==> src/design/cle_pkg.sv <==
// shared types, character codes and echo sequence functions for the console line editor
`timescale 1ns / 1ps
package cle_pkg;

   // character codes
   localparam logic [7:0] CH_ZERO  = 8'h00;
   localparam logic [7:0] CH_BS    = 8'h08;
   localparam logic [7:0] CH_LF    = 8'h0A;
   localparam logic [7:0] CH_CR    = 8'h0D;
   localparam logic [7:0] CH_FS    = 8'h1C;
   localparam logic [7:0] CH_SP    = 8'h20;
   localparam logic [7:0] CH_DEL   = 8'h7F;
   localparam logic [7:0] CH_CARET = 8'h5E;
   localparam logic [7:0] CH_DIGIT0 = 8'h30;
   localparam logic [7:0] CH_BSLASH = 8'h5C;
   localparam logic [7:0] CARET_OFFSET = 8'h40;

   // job queue depth
   localparam int Q_DEPTH = 4;

   // result kinds
   typedef enum logic [1:0] {
      KIND_ECHO = 2'd0,
      KIND_DATA = 2'd1,
      KIND_WAIT = 2'd2
   } kind_type;

   // jobs handed from the front to the back
   typedef enum logic [2:0] {
      OP_PLAIN       = 3'd0,
      OP_CARET       = 3'd1,
      OP_NEWLINE     = 3'd2,
      OP_ERASE_CTRL  = 3'd3,
      OP_ERASE_PRINT = 3'd4,
      OP_DATA        = 3'd5,
      OP_WAIT        = 3'd6
   } op_type;

   typedef struct packed {
      op_type     op;
      logic [7:0] ch;
   } job_type;

   typedef struct packed {
      logic    valid;
      job_type job;
   } push_type;

   typedef struct packed {
      logic full;
      logic empty;
   } q_status_type;

   // second character of caret notation
   function automatic logic [7:0] caret_char(input logic [7:0] ch);
      logic [7:0] res;
      if (ch == CH_ZERO) begin
         res = CH_DIGIT0;
      end else if (ch == CH_FS) begin
         res = CH_BSLASH;
      end else begin
         res = ch + CARET_OFFSET;
      end
      return res;
   endfunction

   // number of result items a job produces
   function automatic logic [2:0] seq_len(input op_type op);
      logic [2:0] res;
      unique case (op)
         OP_CARET, OP_NEWLINE: res = 3'd2;
         OP_ERASE_CTRL:        res = 3'd6;
         OP_ERASE_PRINT:       res = 3'd3;
         default:              res = 3'd1;
      endcase
      return res;
   endfunction

   // result kind of a job
   function automatic kind_type seq_kind(input op_type op);
      kind_type res;
      unique case (op)
         OP_DATA: res = KIND_DATA;
         OP_WAIT: res = KIND_WAIT;
         default: res = KIND_ECHO;
      endcase
      return res;
   endfunction

   // data byte at a given step of a job
   function automatic logic [7:0] seq_char(input op_type op, input logic [7:0] ch,
                                           input logic [2:0] step);
      logic [7:0] res;
      unique case (op)
         OP_CARET: begin
            res = (step == 3'd0) ? CH_CARET : caret_char(ch);
         end
         OP_NEWLINE: begin
            res = (step == 3'd0) ? CH_CR : CH_LF;
         end
         OP_ERASE_CTRL: begin
            res = (step == 3'd2 || step == 3'd3) ? CH_SP : CH_BS;
         end
         OP_ERASE_PRINT: begin
            res = (step == 3'd1) ? CH_SP : CH_BS;
         end
         OP_WAIT: begin
            res = CH_ZERO;
         end
         default: begin
            res = ch;
         end
      endcase
      return res;
   endfunction

endpackage

==> src/design/cle_req_if.sv <==
// request channel interface: received byte or read request
`timescale 1ns / 1ps
interface cle_req_if;
   logic       valid;
   logic       ready;
   logic       cmd;
   logic [7:0] rx_byte;

   modport source (output valid, output cmd, output rx_byte, input ready);
   modport sink (input valid, input cmd, input rx_byte, output ready);
endinterface

==> src/design/cle_rsp_if.sv <==
// response channel interface: echo bytes, read data and not-ready reports
`timescale 1ns / 1ps
interface cle_rsp_if;
   logic       valid;
   logic       ready;
   logic [1:0] kind;
   logic [7:0] data;
   logic       last;

   modport source (output valid, output kind, output data, output last, input ready);
   modport sink (input valid, input kind, input data, input last, output ready);
endinterface

==> src/design/cle_front.sv <==
// front end: accepts items, keeps the line buffer and counters, issues echo, data and not-ready jobs
`timescale 1ns / 1ps
module cle_front #(
   parameter int DEPTH = 64
) (
   input  logic                  clock,
   input  logic                  reset,
   cle_req_if.sink               req,
   input  logic                  csr_we,
   input  logic                  csr_wdata,
   input  cle_pkg::q_status_type q_status,
   output cle_pkg::push_type     push
);

   localparam int AW = (DEPTH > 1) ? $clog2(DEPTH) : 1;
   localparam int CW = $clog2(DEPTH + 1);
   localparam logic [AW-1:0] PTR_LAST = AW'(DEPTH - 1);
   localparam logic [CW-1:0] FILL_FULL = CW'(DEPTH);

   typedef enum logic [2:0] {
      ST_RUN   = 3'b001,
      ST_READ  = 3'b010,
      ST_ERASE = 3'b100
   } front_state_type;

   front_state_type state_ff, state_in;
   logic [AW-1:0] rptr_ff, rptr_in;
   logic [AW-1:0] wptr_ff, wptr_in;
   logic [CW-1:0] fill_ff, fill_in;
   logic [CW-1:0] nl_ff, nl_in;
   logic          echo_ff;
   logic [7:0]    rdata_ff;
   logic [7:0]    mem [DEPTH];

   logic          accept;
   logic [7:0]    ch_map;
   logic          is_erase;
   logic          mem_we;
   logic [AW-1:0] rd_addr;
   logic [AW-1:0] wptr_prev;
   logic [AW-1:0] rptr_next;
   logic [AW-1:0] wptr_next;

   // handshake and character mapping
   assign req.ready = (state_ff == ST_RUN) && !q_status.full;
   assign accept    = req.valid && req.ready;
   assign ch_map    = (req.rx_byte == cle_pkg::CH_CR) ? cle_pkg::CH_LF : req.rx_byte;
   assign is_erase  = (ch_map == cle_pkg::CH_BS) || (ch_map == cle_pkg::CH_DEL);

   // ring pointer steps
   assign rptr_next = (rptr_ff == PTR_LAST) ? '0 : rptr_ff + 1'b1;
   assign wptr_next = (wptr_ff == PTR_LAST) ? '0 : wptr_ff + 1'b1;
   assign wptr_prev = (wptr_ff == '0) ? PTR_LAST : wptr_ff - 1'b1;

   // item decode and buffer bookkeeping
   always_comb begin
      state_in = state_ff;
      rptr_in  = rptr_ff;
      wptr_in  = wptr_ff;
      fill_in  = fill_ff;
      nl_in    = nl_ff;
      mem_we   = 1'b0;
      rd_addr  = rptr_ff;
      push     = '0;
      unique case (state_ff)
         ST_RUN: begin
            if (accept) begin
               if (req.cmd) begin
                  if (nl_ff == '0 || fill_ff == '0) begin
                     push.valid  = 1'b1;
                     push.job.op = cle_pkg::OP_WAIT;
                  end else begin
                     rd_addr  = rptr_ff;
                     state_in = ST_READ;
                  end
               end else if (is_erase && echo_ff) begin
                  if (fill_ff != '0) begin
                     rd_addr  = wptr_prev;
                     state_in = ST_ERASE;
                  end
               end else if (fill_ff != FILL_FULL) begin
                  mem_we  = 1'b1;
                  wptr_in = wptr_next;
                  fill_in = fill_ff + 1'b1;
                  if (ch_map == cle_pkg::CH_LF) begin
                     nl_in = nl_ff + 1'b1;
                  end
                  if (echo_ff) begin
                     push.valid  = 1'b1;
                     push.job.ch = ch_map;
                     if (ch_map == cle_pkg::CH_LF) begin
                        push.job.op = cle_pkg::OP_NEWLINE;
                     end else if (ch_map < cle_pkg::CH_SP) begin
                        push.job.op = cle_pkg::OP_CARET;
                     end else begin
                        push.job.op = cle_pkg::OP_PLAIN;
                     end
                  end
               end
            end
         end
         ST_READ: begin
            rptr_in     = rptr_next;
            fill_in     = fill_ff - 1'b1;
            if (rdata_ff == cle_pkg::CH_LF) begin
               nl_in = nl_ff - 1'b1;
            end
            push.valid  = 1'b1;
            push.job.op = cle_pkg::OP_DATA;
            push.job.ch = rdata_ff;
            state_in    = ST_RUN;
         end
         ST_ERASE: begin
            if (rdata_ff != cle_pkg::CH_LF) begin
               wptr_in     = wptr_prev;
               fill_in     = fill_ff - 1'b1;
               push.valid  = 1'b1;
               push.job.ch = rdata_ff;
               push.job.op = (rdata_ff < cle_pkg::CH_SP) ? cle_pkg::OP_ERASE_CTRL
                                                          : cle_pkg::OP_ERASE_PRINT;
            end
            state_in = ST_RUN;
         end
         default: begin
            state_in = ST_RUN;
         end
      endcase
   end

   // control registers
   always_ff @(posedge clock) begin
      if (reset) begin
         state_ff <= ST_RUN;
         rptr_ff  <= '0;
         wptr_ff  <= '0;
         fill_ff  <= '0;
         nl_ff    <= '0;
         echo_ff  <= 1'b1;
      end else begin
         state_ff <= state_in;
         rptr_ff  <= rptr_in;
         wptr_ff  <= wptr_in;
         fill_ff  <= fill_in;
         nl_ff    <= nl_in;
         if (csr_we) begin
            echo_ff <= csr_wdata;
         end
      end
   end

   // line buffer write port
   always_ff @(posedge clock) begin
      if (mem_we) begin
         mem[wptr_ff] <= ch_map;
      end
   end

   // line buffer read port
   always_ff @(posedge clock) begin
      rdata_ff <= mem[rd_addr];
   end

endmodule

==> src/design/cle_queue.sv <==
// short job queue between the front end and the result sequencer
`timescale 1ns / 1ps
module cle_queue (
   input  logic                  clock,
   input  logic                  reset,
   input  cle_pkg::push_type     push,
   input  logic                  pop,
   output cle_pkg::job_type      head,
   output cle_pkg::q_status_type status
);

   localparam int QAW = $clog2(cle_pkg::Q_DEPTH);
   localparam int QCW = $clog2(cle_pkg::Q_DEPTH + 1);
   localparam logic [QCW-1:0] Q_FULL = QCW'(cle_pkg::Q_DEPTH);

   cle_pkg::job_type entry_ff [cle_pkg::Q_DEPTH];
   logic [QAW-1:0]   wr_ff, wr_in;
   logic [QAW-1:0]   rd_ff, rd_in;
   logic [QCW-1:0]   cnt_ff, cnt_in;
   logic             do_push;
   logic             do_pop;

   assign status.full  = (cnt_ff == Q_FULL);
   assign status.empty = (cnt_ff == '0);
   assign head         = entry_ff[rd_ff];
   assign do_push      = push.valid && !status.full;
   assign do_pop       = pop && !status.empty;

   // pointer and count update
   always_comb begin
      wr_in  = do_push ? wr_ff + 1'b1 : wr_ff;
      rd_in  = do_pop ? rd_ff + 1'b1 : rd_ff;
      cnt_in = cnt_ff;
      if (do_push && !do_pop) begin
         cnt_in = cnt_ff + 1'b1;
      end else if (do_pop && !do_push) begin
         cnt_in = cnt_ff - 1'b1;
      end
   end

   always_ff @(posedge clock) begin
      if (reset) begin
         wr_ff  <= '0;
         rd_ff  <= '0;
         cnt_ff <= '0;
      end else begin
         wr_ff  <= wr_in;
         rd_ff  <= rd_in;
         cnt_ff <= cnt_in;
      end
   end

   // job storage
   always_ff @(posedge clock) begin
      if (do_push) begin
         entry_ff[wr_ff] <= push.job;
      end
   end

endmodule

==> src/design/cle_back.sv <==
// back end: expands each job into its result items through an output register
`timescale 1ns / 1ps
module cle_back (
   input  logic                  clock,
   input  logic                  reset,
   input  cle_pkg::job_type      head,
   input  cle_pkg::q_status_type q_status,
   output logic                  pop,
   cle_rsp_if.source             rsp
);

   cle_pkg::job_type cur_ff, cur_in;
   logic             cur_valid_ff, cur_valid_in;
   logic [2:0]       step_ff, step_in;
   logic             rsp_valid_ff, rsp_valid_in;
   logic [1:0]       kind_ff;
   logic [7:0]       data_ff;
   logic             last_ff;

   logic             out_free;
   logic             emit;
   logic             is_last;
   logic             load;

   assign rsp.valid = rsp_valid_ff;
   assign rsp.kind  = kind_ff;
   assign rsp.data  = data_ff;
   assign rsp.last  = last_ff;

   // step sequencing
   assign out_free = !rsp_valid_ff || rsp.ready;
   assign emit     = out_free && cur_valid_ff;
   assign is_last  = (step_ff == cle_pkg::seq_len(cur_ff.op) - 3'd1);
   assign load     = !cur_valid_ff || (emit && is_last);
   assign pop      = load && !q_status.empty;

   always_comb begin
      cur_in       = pop ? head : cur_ff;
      cur_valid_in = load ? !q_status.empty : cur_valid_ff;
      step_in      = load ? 3'd0 : (emit ? step_ff + 3'd1 : step_ff);
      rsp_valid_in = emit ? 1'b1 : (rsp.ready ? 1'b0 : rsp_valid_ff);
   end

   always_ff @(posedge clock) begin
      if (reset) begin
         cur_valid_ff <= 1'b0;
         step_ff      <= '0;
         rsp_valid_ff <= 1'b0;
      end else begin
         cur_valid_ff <= cur_valid_in;
         step_ff      <= step_in;
         rsp_valid_ff <= rsp_valid_in;
      end
   end

   // job and result payload
   always_ff @(posedge clock) begin
      cur_ff <= cur_in;
      if (emit) begin
         kind_ff <= cle_pkg::seq_kind(cur_ff.op);
         data_ff <= cle_pkg::seq_char(cur_ff.op, cur_ff.ch, step_ff);
         last_ff <= is_last;
      end
   end

endmodule

==> src/design/console_line_editor_echo.sv <==
// top level of the console line editor with echo
//
//   channel   direction  contents
//   req_if    in         cmd (byte or read), rx_byte
//   rsp_if    out        kind (echo, data, not ready), data, last
//   csr_      in         csr_we, csr_wdata = echo enable
//
// A read of line data or an erase of a buffered byte passes through a
// second state (ST_READ or ST_ERASE), since the line buffer read port is
// registered; a stored or dropped byte, a read with no complete line and an
// erase of an empty buffer do not. Results leave at one per cycle while the
// result side is not stalled; an erase of a control byte gives six results.
// Reset is synchronous and needs no clearing pass; echo comes up enabled.
// A stalled result side fills the four-entry job queue, then holds off req.
`timescale 1ns / 1ps
module console_line_editor_echo #(
   parameter int DEPTH = 64
) (
   input  logic       clock,
   input  logic       reset,
   cle_req_if.sink    req_if,
   cle_rsp_if.source  rsp_if,
   input  logic       csr_we,
   input  logic       csr_wdata
);

   cle_pkg::push_type     push;
   cle_pkg::job_type      head;
   cle_pkg::q_status_type q_status;
   logic                  pop;

   // accept and classify
   cle_front #(
      .DEPTH (DEPTH)
   ) u_front (
      .clock     (clock),
      .reset     (reset),
      .req       (req_if),
      .csr_we    (csr_we),
      .csr_wdata (csr_wdata),
      .q_status  (q_status),
      .push      (push)
   );

   // job queue
   cle_queue u_queue (
      .clock  (clock),
      .reset  (reset),
      .push   (push),
      .pop    (pop),
      .head   (head),
      .status (q_status)
   );

   // result sequencing
   cle_back u_back (
      .clock    (clock),
      .reset    (reset),
      .head     (head),
      .q_status (q_status),
      .pop      (pop),
      .rsp      (rsp_if)
   );

endmodule
==> src/flat_wrapper.sv <==
// flat-port wrapper written by rule: the top's interface ports become plain ports
module console_line_editor_echo_flat 
#(
   parameter int DEPTH = 64
)
  (clock, reset, csr_we, csr_wdata, req_if_valid, req_if_cmd, req_if_rx_byte, req_if_ready, rsp_if_valid, rsp_if_kind, rsp_if_data, rsp_if_last, rsp_if_ready);
  cle_req_if req_if_i ();
  cle_rsp_if rsp_if_i ();
  input  logic clock;
  input  logic reset;
  input  logic csr_we;
  input  logic csr_wdata;
  input wire logic [$bits(req_if_i.valid)-1:0] req_if_valid;
  input wire logic [$bits(req_if_i.cmd)-1:0] req_if_cmd;
  input wire logic [$bits(req_if_i.rx_byte)-1:0] req_if_rx_byte;
  output wire logic [$bits(req_if_i.ready)-1:0] req_if_ready;
  output wire logic [$bits(rsp_if_i.valid)-1:0] rsp_if_valid;
  output wire logic [$bits(rsp_if_i.kind)-1:0] rsp_if_kind;
  output wire logic [$bits(rsp_if_i.data)-1:0] rsp_if_data;
  output wire logic [$bits(rsp_if_i.last)-1:0] rsp_if_last;
  input wire logic [$bits(rsp_if_i.ready)-1:0] rsp_if_ready;
  assign req_if_i.valid = req_if_valid;
  assign req_if_i.cmd = req_if_cmd;
  assign req_if_i.rx_byte = req_if_rx_byte;
  assign req_if_ready = req_if_i.ready;
  assign rsp_if_valid = rsp_if_i.valid;
  assign rsp_if_kind = rsp_if_i.kind;
  assign rsp_if_data = rsp_if_i.data;
  assign rsp_if_last = rsp_if_i.last;
  assign rsp_if_i.ready = rsp_if_ready;
  console_line_editor_echo #(.DEPTH(DEPTH)) u_core (.clock(clock), .reset(reset), .req_if(req_if_i), .rsp_if(rsp_if_i), .csr_we(csr_we), .csr_wdata(csr_wdata));
endmodule
==> config.mk <==
export PLATFORM = sky130hd
export DESIGN_NAME = console_line_editor_echo_flat
export DESIGN_NICKNAME = d
export VERILOG_FILES = /design/src/design/cle_pkg.sv /design/src/design/cle_req_if.sv /design/src/design/cle_rsp_if.sv /design/src/design/cle_front.sv /design/src/design/cle_queue.sv /design/src/design/cle_back.sv /design/src/design/console_line_editor_echo.sv /design/src/flat_wrapper.sv
export SDC_FILE = /design/constraint.sdc
export NUM_CORES = 1
export LEC_CHECK = 0
export BUFFER_PORTS_ARGS = -buffer_cell sky130_fd_sc_hd__buf_4
export CAP_MARGIN = 20
export CORE_ASPECT_RATIO = 0.5
export CORE_MARGIN = 2
export CORE_UTILIZATION = 42
export CTS_CLUSTER_DIAMETER = 60
export CTS_CLUSTER_SIZE = 40
export DETAILED_ROUTE_END_ITERATION = 8
export PLACE_DENSITY_LB_ADDON = 0.3
export SETUP_SLACK_MARGIN = 0.4
export SLEW_MARGIN = 30
export SYNTH_ARGS = -nofsm -noshare
export SYNTH_HDL_FRONTEND = slang
export SYNTH_SLANG_ARGS = --single-unit
==> constraint.sdc <==
create_clock -name clock -period 3.65 [get_ports clock]
set_input_delay 0.365 -clock clock [delete_from_list [all_inputs] [get_ports clock]]
set_output_delay 0.365 -clock clock [all_outputs]
set_load 0.02 [all_outputs]
==> reports/metrics.cfg, run 1 <==
[run_status]
status=finished, final reports clean

[synthesis]
synth.ff_latch_count=628
seq_area_frac_synth_pct=70.39
synth_edf_count=578
syn_area_um2=26080
avgSynthCellArea_um2=13.66
yosys_most_used_dff=edfxtp_1
synth_warnings=0
synthCells=1909
synth_fp_nets=1950
ys_types=69
synthArstFlopShare_pct=0

[detailed_routing]
drt-total-wl_um=69820
num_vias=16800
postRouteAntennaNets=0
drc_errors=0
drtPass1Iterations=5
viasPerCell=5.613
first_iter_violations=1950
wl_per_cell_um=23.32

[cts]
cts-root-buf=clkbuf_16
cts_num_sinks=628
clock_latency_ns=0.64
cts_buffers=30
cts_buffer_depth=3
cts.htree.levels=1
cts.clk_slew.worst_paths_ns=0.11
cts_tree=yes

[placed_design]
pre_cts_ws_ns=-0.3937
place_congestion=0.8723
dpl-instance-area_um2=28750
portBuffers=27
dpl.hpwl_um=42710

[timing]
post-route-min-period_ns=3.558
min_period_over_period_pct=97.49
setup_viol=0
hold_violations=0
whs_ns=0.04765
fin_skew_ns=0.03402
slew_headroom_pct=37.98
max_freq_ghz=0.2810
rsz0062_at_grt=yes
finalMaxSlewViolations=0
tightest_slew_ns=0.9304
fin_ws_ns=0.09179

[finish]
final_area_um2=31250
nets=2185
n_fill_cell=5082
final_cell_mix=edfxtp_1 (578), nand2_1 (313), buf_4 (257), nor2_1 (144), a21oi_1 (123)
area_growth_pct=19.84
layout_commonest_cell=edfxtp_1
drive_above_1_share_pct=23.62

[power]
p_switching_mw=3.623
clkPwrFrac_pct=31.4
finalPower_mw=14.29
p_leak_nw=11.54
swShare_pct=25.36
power_density_nw_per_um2=457.1
vdd_ir_drop_max_mv=0.4245
combPwrFrac_pct=9.8
power_frac_seq_pct=58.8
p_int_mw=10.66

[hold_path]
hold_class=primary input to flop
hold-path-cell-count=3

[floorplanning]
core_area_um2=61260
ios=28
die_x_um=356.4
die_h_um=180.2
rows=64
start_util_pct=42.57
design.die.area_um2=64220

[critical_path]
worst-path-stages=12
crit_fanout=7
critPathTopFamily=simple AND/OR/NAND/NOR gates
critical_path_class=flop to flop
cp.required_ns=4.16
crit_chain=or3b_4, or3b_4, or4_4, nand2_8, buf_12, buf_16, buf_4, mux2i_1, o22ai_1, or4_4, nor4_4, a2111oi_2
slowest_stage=or4_4
slowest_delay_ns=0.57
end_kind=flop
r2r_cells=12
arrival_ns=4.07
critPathLaunchType=flop
crit_buf_inv=3
reg2reg_setup_slack_ns=0.09

[global_route]
antenna_found_initial=1
grt.overflow.total=0
track_usage_pct=21.22
grt_max_degree=67
grt_pass1_vias=16050
grt_pass1_wl_um=102500

[flow_run]
max_cap_viol_count=0

==> final cells by class <==
type | instances | area (um2) | share of cell area, %
repair buffers | 300 | 2728 | 8.728
diodes | 1 | 2.502 | 0.008007
clock buffers | 32 | 779.5 | 2.494
flip-flops and latches | 628 | 18370 | 58.78
well taps | 825 | 1032 | 3.303
inverters | 21 | 81.33 | 0.2602
multi-input cells | 1163 | 7874 | 25.19
clock inverters | 24 | 386.6 | 1.237
==> final timing paths <==
kind,startpoint,end
setup / recovery,u_core.u_front.state_ff[0],u_core.u_front.rdata_ff[1]
setup reg to reg,u_core.u_front.state_ff[0],u_core.u_front.rdata_ff[1]
hold / removal,rsp_if_ready,u_core.u_back.rsp.valid
hold reg to reg,u_core.u_back.cur_valid_ff,u_core.u_back.rsp.valid
==> worst min-delay path: stages <==
cell      delay (ns)
buf_4           0.07
nand2b_1        0.12
a21oi_1         0.07
==> power groups by stage <==
stage	combinational [mW]	sequential [mW]	clock, mW
floorplan	0.887	8.51	0
global route	1.54	8.43	4.81
CTS	1.39	8.39	4.56
global placement	1.31	8.55	0
finish	1.40	8.40	4.49
detailed placement	1.34	8.56	0
==> synthesized netlist by cell type (all sizes together) (4+ instances only) <==
cell,n,area [um2]
a2111oi,8,120.1
nand2b,6,37.54
a21o,8,60.06
o31ai,6,50.05
o22ai,58,362.9
a31oi,15,123.9
mux4,11,247.7
nor3,13,70.07
a22o,8,70.07
or4,33,251.5
a311oi,8,70.07
nor2,145,551.8
a21oi,136,680.7
clkbuf,36,135.1
and2,16,100.1
or3,10,67.56
mux2i,129,1304
buf,63,411.6
xnor2,13,113.9
o21bai,8,60.06
nand2,321,1215
nor4,24,162.7
edfxtp,578,17360
nor2b,11,68.82
o21a,4,30.03
o21ai,41,205.2
and3,21,131.4
inv,21,78.83
nand3,27,135.1
or2,4,25.03
dfxtp,50,1001
ha,23,287.8
nor3b,4,30.03
xor2,13,113.9
==> routing by layer <==
metal | global-route usage (%) | part of all wire (%) | routed length [um]
met5 | 0 | 0 | 0
met4 | 5.097 | 2.2 | 1511
met3 | 4.932 | 8.8 | 6150
met2 | 33.19 | 46 | 32020
met1 | 30.05 | 43 | 30140
==> state kept, by name, indices dropped and copies added, names as in the netlist, 2 cells and up <==
| register | cells |
|---|---|
| u_core.u_front.rdata_ff | 8 |
| u_core.u_front.fill_ff | 7 |
| u_core.u_back.step_ff | 3 |
| u_core.u_queue.wr_ff | 2 |
| u_core.u_queue.entry_ff | 44 |
| u_core.u_front.mem | 512 |
| u_core.u_queue.rd_ff | 2 |
| u_core.u_back.rsp.kind | 2 |
| u_core.u_front.nl_ff | 7 |
| u_core.u_front.rptr_ff | 6 |
| u_core.u_front.state_ff | 3 |
| u_core.u_front.wptr_ff | 6 |
| u_core.u_back.rsp.data | 8 |
| u_core.u_back.cur_ff | 11 |
| u_core.u_queue.cnt_ff | 3 |
==> through the flow <==
step	instances	utilization [%]	TNS, ns
3_3_place_gp	2890	46.94	-1.927
6_report	2994	51.02	0
5_1_grt	2993	51.01	0
2_1_floorplan	1909	-	0
4_1_cts	2986	50.49	0
3_5_place_dp	2890	46.94	-2.128
==> kinds of logic (layout without fill, tap and decap cells) <==
| group | Yosys count | count (layout) | share of synthesized area (%) |
|---|---|---|---|
| simple gates | 650 | 652 | 11.40 |
| flops | 628 | 628 | 70.39 |
| compound gates | 318 | 318 | 7.609 |
| mux | 141 | 141 | 5.992 |
| buf+inv | 120 | 377 | 2.399 |
| fa+ha+maj | 26 | 26 | 1.334 |
| xor+xnor | 26 | 26 | 0.8732 |
| other cells | 0 | 1 | 0 |
==> what timing repair did <==
action	CTS	global route
gates resized for setup	116	51
cloned	5	2
hold buffers	2	0
buffers inserted	33	5
pin swaps	24	13
setup endpoints to repair	56	78
hold endpoints to repair	1	0
Note: power is estimated with default switching activity, not from simulation.
==> run 2, diff against run 1 <==
--- a/config.mk
+++ b/config.mk
@@ -5,7 +5,6 @@
 export SDC_FILE = /design/constraint.sdc
 export NUM_CORES = 1
 export LEC_CHECK = 0
-export BUFFER_PORTS_ARGS = -buffer_cell sky130_fd_sc_hd__buf_4
 export CAP_MARGIN = 20
 export CORE_ASPECT_RATIO = 0.5
 export CORE_MARGIN = 2
@@ -13,9 +12,10 @@
 export CTS_CLUSTER_DIAMETER = 60
 export CTS_CLUSTER_SIZE = 40
 export DETAILED_ROUTE_END_ITERATION = 8
+export DONT_BUFFER_PORTS = 1
 export PLACE_DENSITY_LB_ADDON = 0.3
 export SETUP_SLACK_MARGIN = 0.4
-export SLEW_MARGIN = 30
+export SLEW_MARGIN = 0
 export SYNTH_ARGS = -nofsm -noshare
 export SYNTH_HDL_FRONTEND = slang
 export SYNTH_SLANG_ARGS = --single-unit
==> run 2 against run 1 <==
Critical path depth increased by 1; cell count decreased by 0.77%; first-iteration DRC count increased by 5.2%; sequential share of layout area increased by 0.22 points; final area decreased by 0.41%; critical path type unchanged; largest cell class unchanged.
==> reports/metrics.cfg, run 2 (synthesis gave the netlist of run 1 again) <==
[timing]
fin_skew_ns=0.02981
min_period_over_period_pct=99.03
setup_viol=0
post-route-min-period_ns=3.615
tightest_slew_ns=1.069
rsz0062_at_grt=yes
hold_violations=0
max_freq_ghz=0.2766
finalMaxSlewViolations=0
slew_headroom_pct=26.69

[critical_path]
critPathLaunchType=flop
critPathTopFamily=simple AND/OR/NAND/NOR gates
worst_path_most_repeated_cell=buf_12
reg2reg_setup_slack_ns=0.04
crit_chain=or3b_4, or3b_4, or4_4, nand2_8, buf_12, buf_12, buf_12, mux2i_1, o22ai_1, or4_4, nor4_4, buf_4, a2111oi_4
slowest_delay_ns=0.57
r2r_cells=13
end_kind=flop
r2r_start=u_core.u_front.state_ff[1]
r2r-end=u_core.u_front.rdata_ff[5]
critical_path_class=flop to flop
arrival_ns=4.12
slowest_stage=or4_4
crit_fanout=8
crit_buf_inv=4
cp.required_ns=4.16

[detailed_routing]
drt-total-wl_um=68480
wl_per_cell_um=23.05
num_vias=16680
postRouteAntennaNets=0
drtPass1Iterations=6
first_iter_violations=2051
drc_errors=0
viasPerCell=5.613

[global_route]
gr-usage-met3_pct=4.314
antenna_found_initial=2
use_met2_pct=32.46
grt.overflow.total=0
grt_pass1_wl_um=100200
grt_busiest_layer=met2
track_usage_pct=20.66
grt_max_degree=66
use_met1_pct=29.49
grt_pass1_vias=15860

[floorplanning]
die_h_um=180.2
design.die.area_um2=64220
die_x_um=356.4
core_area_um2=61260
ios=28
rows=64
start_util_pct=42.57

[power]
power_density_nw_per_um2=448.3
power_frac_seq_pct=60.8
p_leak_nw=11.43
vdd_ir_drop_max_mv=0.4821
combPwrFrac_pct=8.8
p_int_mw=10.41
clkPwrFrac_pct=30.4
p_switching_mw=3.548
swShare_pct=25.43
finalPower_mw=13.95

[cts]
cts_num_sinks=628
cts-root-buf=clkbuf_16
cts.htree.levels=1
clock_latency_ns=0.65
cts_tree=yes
cts_buffer_depth=3
cts_buffers=31
cts.clk_slew.worst_paths_ns=0.11

[hold_path]
hold_class=primary input to flop
min_to=u_core.u_queue.entry_ff[2][5]
hold-path-cell-count=1
hold_start=req_if_rx_byte[5]

[finish]
layout_commonest_cell=edfxtp_1
top_register=u_core.u_front.mem
drive_above_1_share_pct=22.27
antennaDiodeCount=0
largest_reg_flops=512
final_cell_mix=edfxtp_1 (578), nand2_1 (313), buf_4 (218), nor2_1 (140), a21oi_1 (125)
area_growth_pct=19.35
n_fill_cell=5148
nets=2162
final_area_um2=31120
top_regs=u_core.u_front.mem x512, u_core.u_queue.entry_ff x44, u_core.u_back.cur_ff x11

[placed_design]
portBuffers=0
place_congestion=0.8528
dpl.hpwl_um=42520
dpl-instance-area_um2=28490

[run_status]
status=finished, final reports clean

[flow_run]
max_cap_viol_count=0

[run 2: area by class of cell]
cell class                 instances  area, um2  area share (%)
inverter                          21      78.83          0.2533
tap                              825       1032           3.316
sequential                       628      18360           59.00
multi-input combinational       1165       7866           25.27
clock inverter                    27      319.1           1.025
timing repair buffer             274       2689           8.639
clock buffer                      31      775.7           2.492
[run 2: worst reg2reg max path, delay by kind of cell (launching register included)]
kind | cells | cell delay (ns)
muxes | 1 | 0.17
buffers and inverters | 4 | 0.55
and+or+nand+nor | 6 | 2.27
AOI/OAI and AO/OA | 2 | 0.16
DFF | 1 | 0.33
[run 2: layer usage]
| metal | up-vias | routed length, um | part of all wire [%] |
|---|---|---|---|
| li1 | 7566 | - | - |
| met2 | 697 | 31690 | 46 |
| met3 | 87 | 6309 | 9.2 |
| met1 | 8323 | 29050 | 42 |
| met5 | - | 9 | 0.013 |
| met4 | 2 | 1419 | 2.1 |
[run 2: how the worst max path moves through the flow]
| stage | from | to | slack [ns] | cells after the start |
|---|---|---|---|---|
| 6_report | u_core.u_front.state_ff[1] | u_core.u_front.rdata_ff[5] | 0.04 | 13 |
| 4_1_cts | u_core.u_front.state_ff[1] | u_core.u_front.rdata_ff[2] | 0.09 | 12 |
| 5_1_grt | u_core.u_front.state_ff[1] | u_core.u_front.rdata_ff[5] | -0.01 | 13 |
| 2_1_floorplan | u_core.u_front.state_ff[1] | u_core.u_queue.cnt_ff[2] | 0.36 | 12 |
| 3_5_place_dp | u_core.u_front.state_ff[1] | u_core.u_front.rdata_ff[6] | -0.16 | 12 |
| 3_3_place_gp | u_core.u_front.state_ff[1] | u_core.u_front.rdata_ff[6] | -0.16 | 12 |
[run 2: metrics by stage]
step | std cells | setup slack, ns | setup TNS (ns) | hold slack, ns | util, %
floorplan | 1909 | 0.3618 | 0 | 0.4421 | -
global placement | 2845 | -0.1567 | -0.2316 | 0.4382 | 46.51
detailed placement | 2845 | -0.1567 | -0.4074 | 0.4416 | 46.51
CTS | 2938 | 0.08510 | 0 | 0.01309 | 49.64
global route | 2971 | -0.01253 | -0.02357 | 0.03558 | 50.81
finish | 2971 | 0.03525 | 0 | 0.04138 | 50.81
[run 2: power groups by stage]
stage	clock network (mW)	logic [mW]	registers, mW
2_1_floorplan	0	0.887	8.51
4_1_cts	4.32	1.21	8.48
3_5_place_dp	0	1.07	8.65
3_3_place_gp	0	1.03	8.64
6_report	4.25	1.22	8.48
5_1_grt	4.55	1.36	8.52
[run 2: what timing repair did]
item / 4_1_cts / 5_1_grt
hold buffers: 12 / 0
hold endpoints to repair: 368 / 0
setup endpoints to repair: 30 / 282
buffers inserted: 19 / 26
resized for setup: 68 / 70
pin swaps: 21 / 24
cloned: 4 / 7
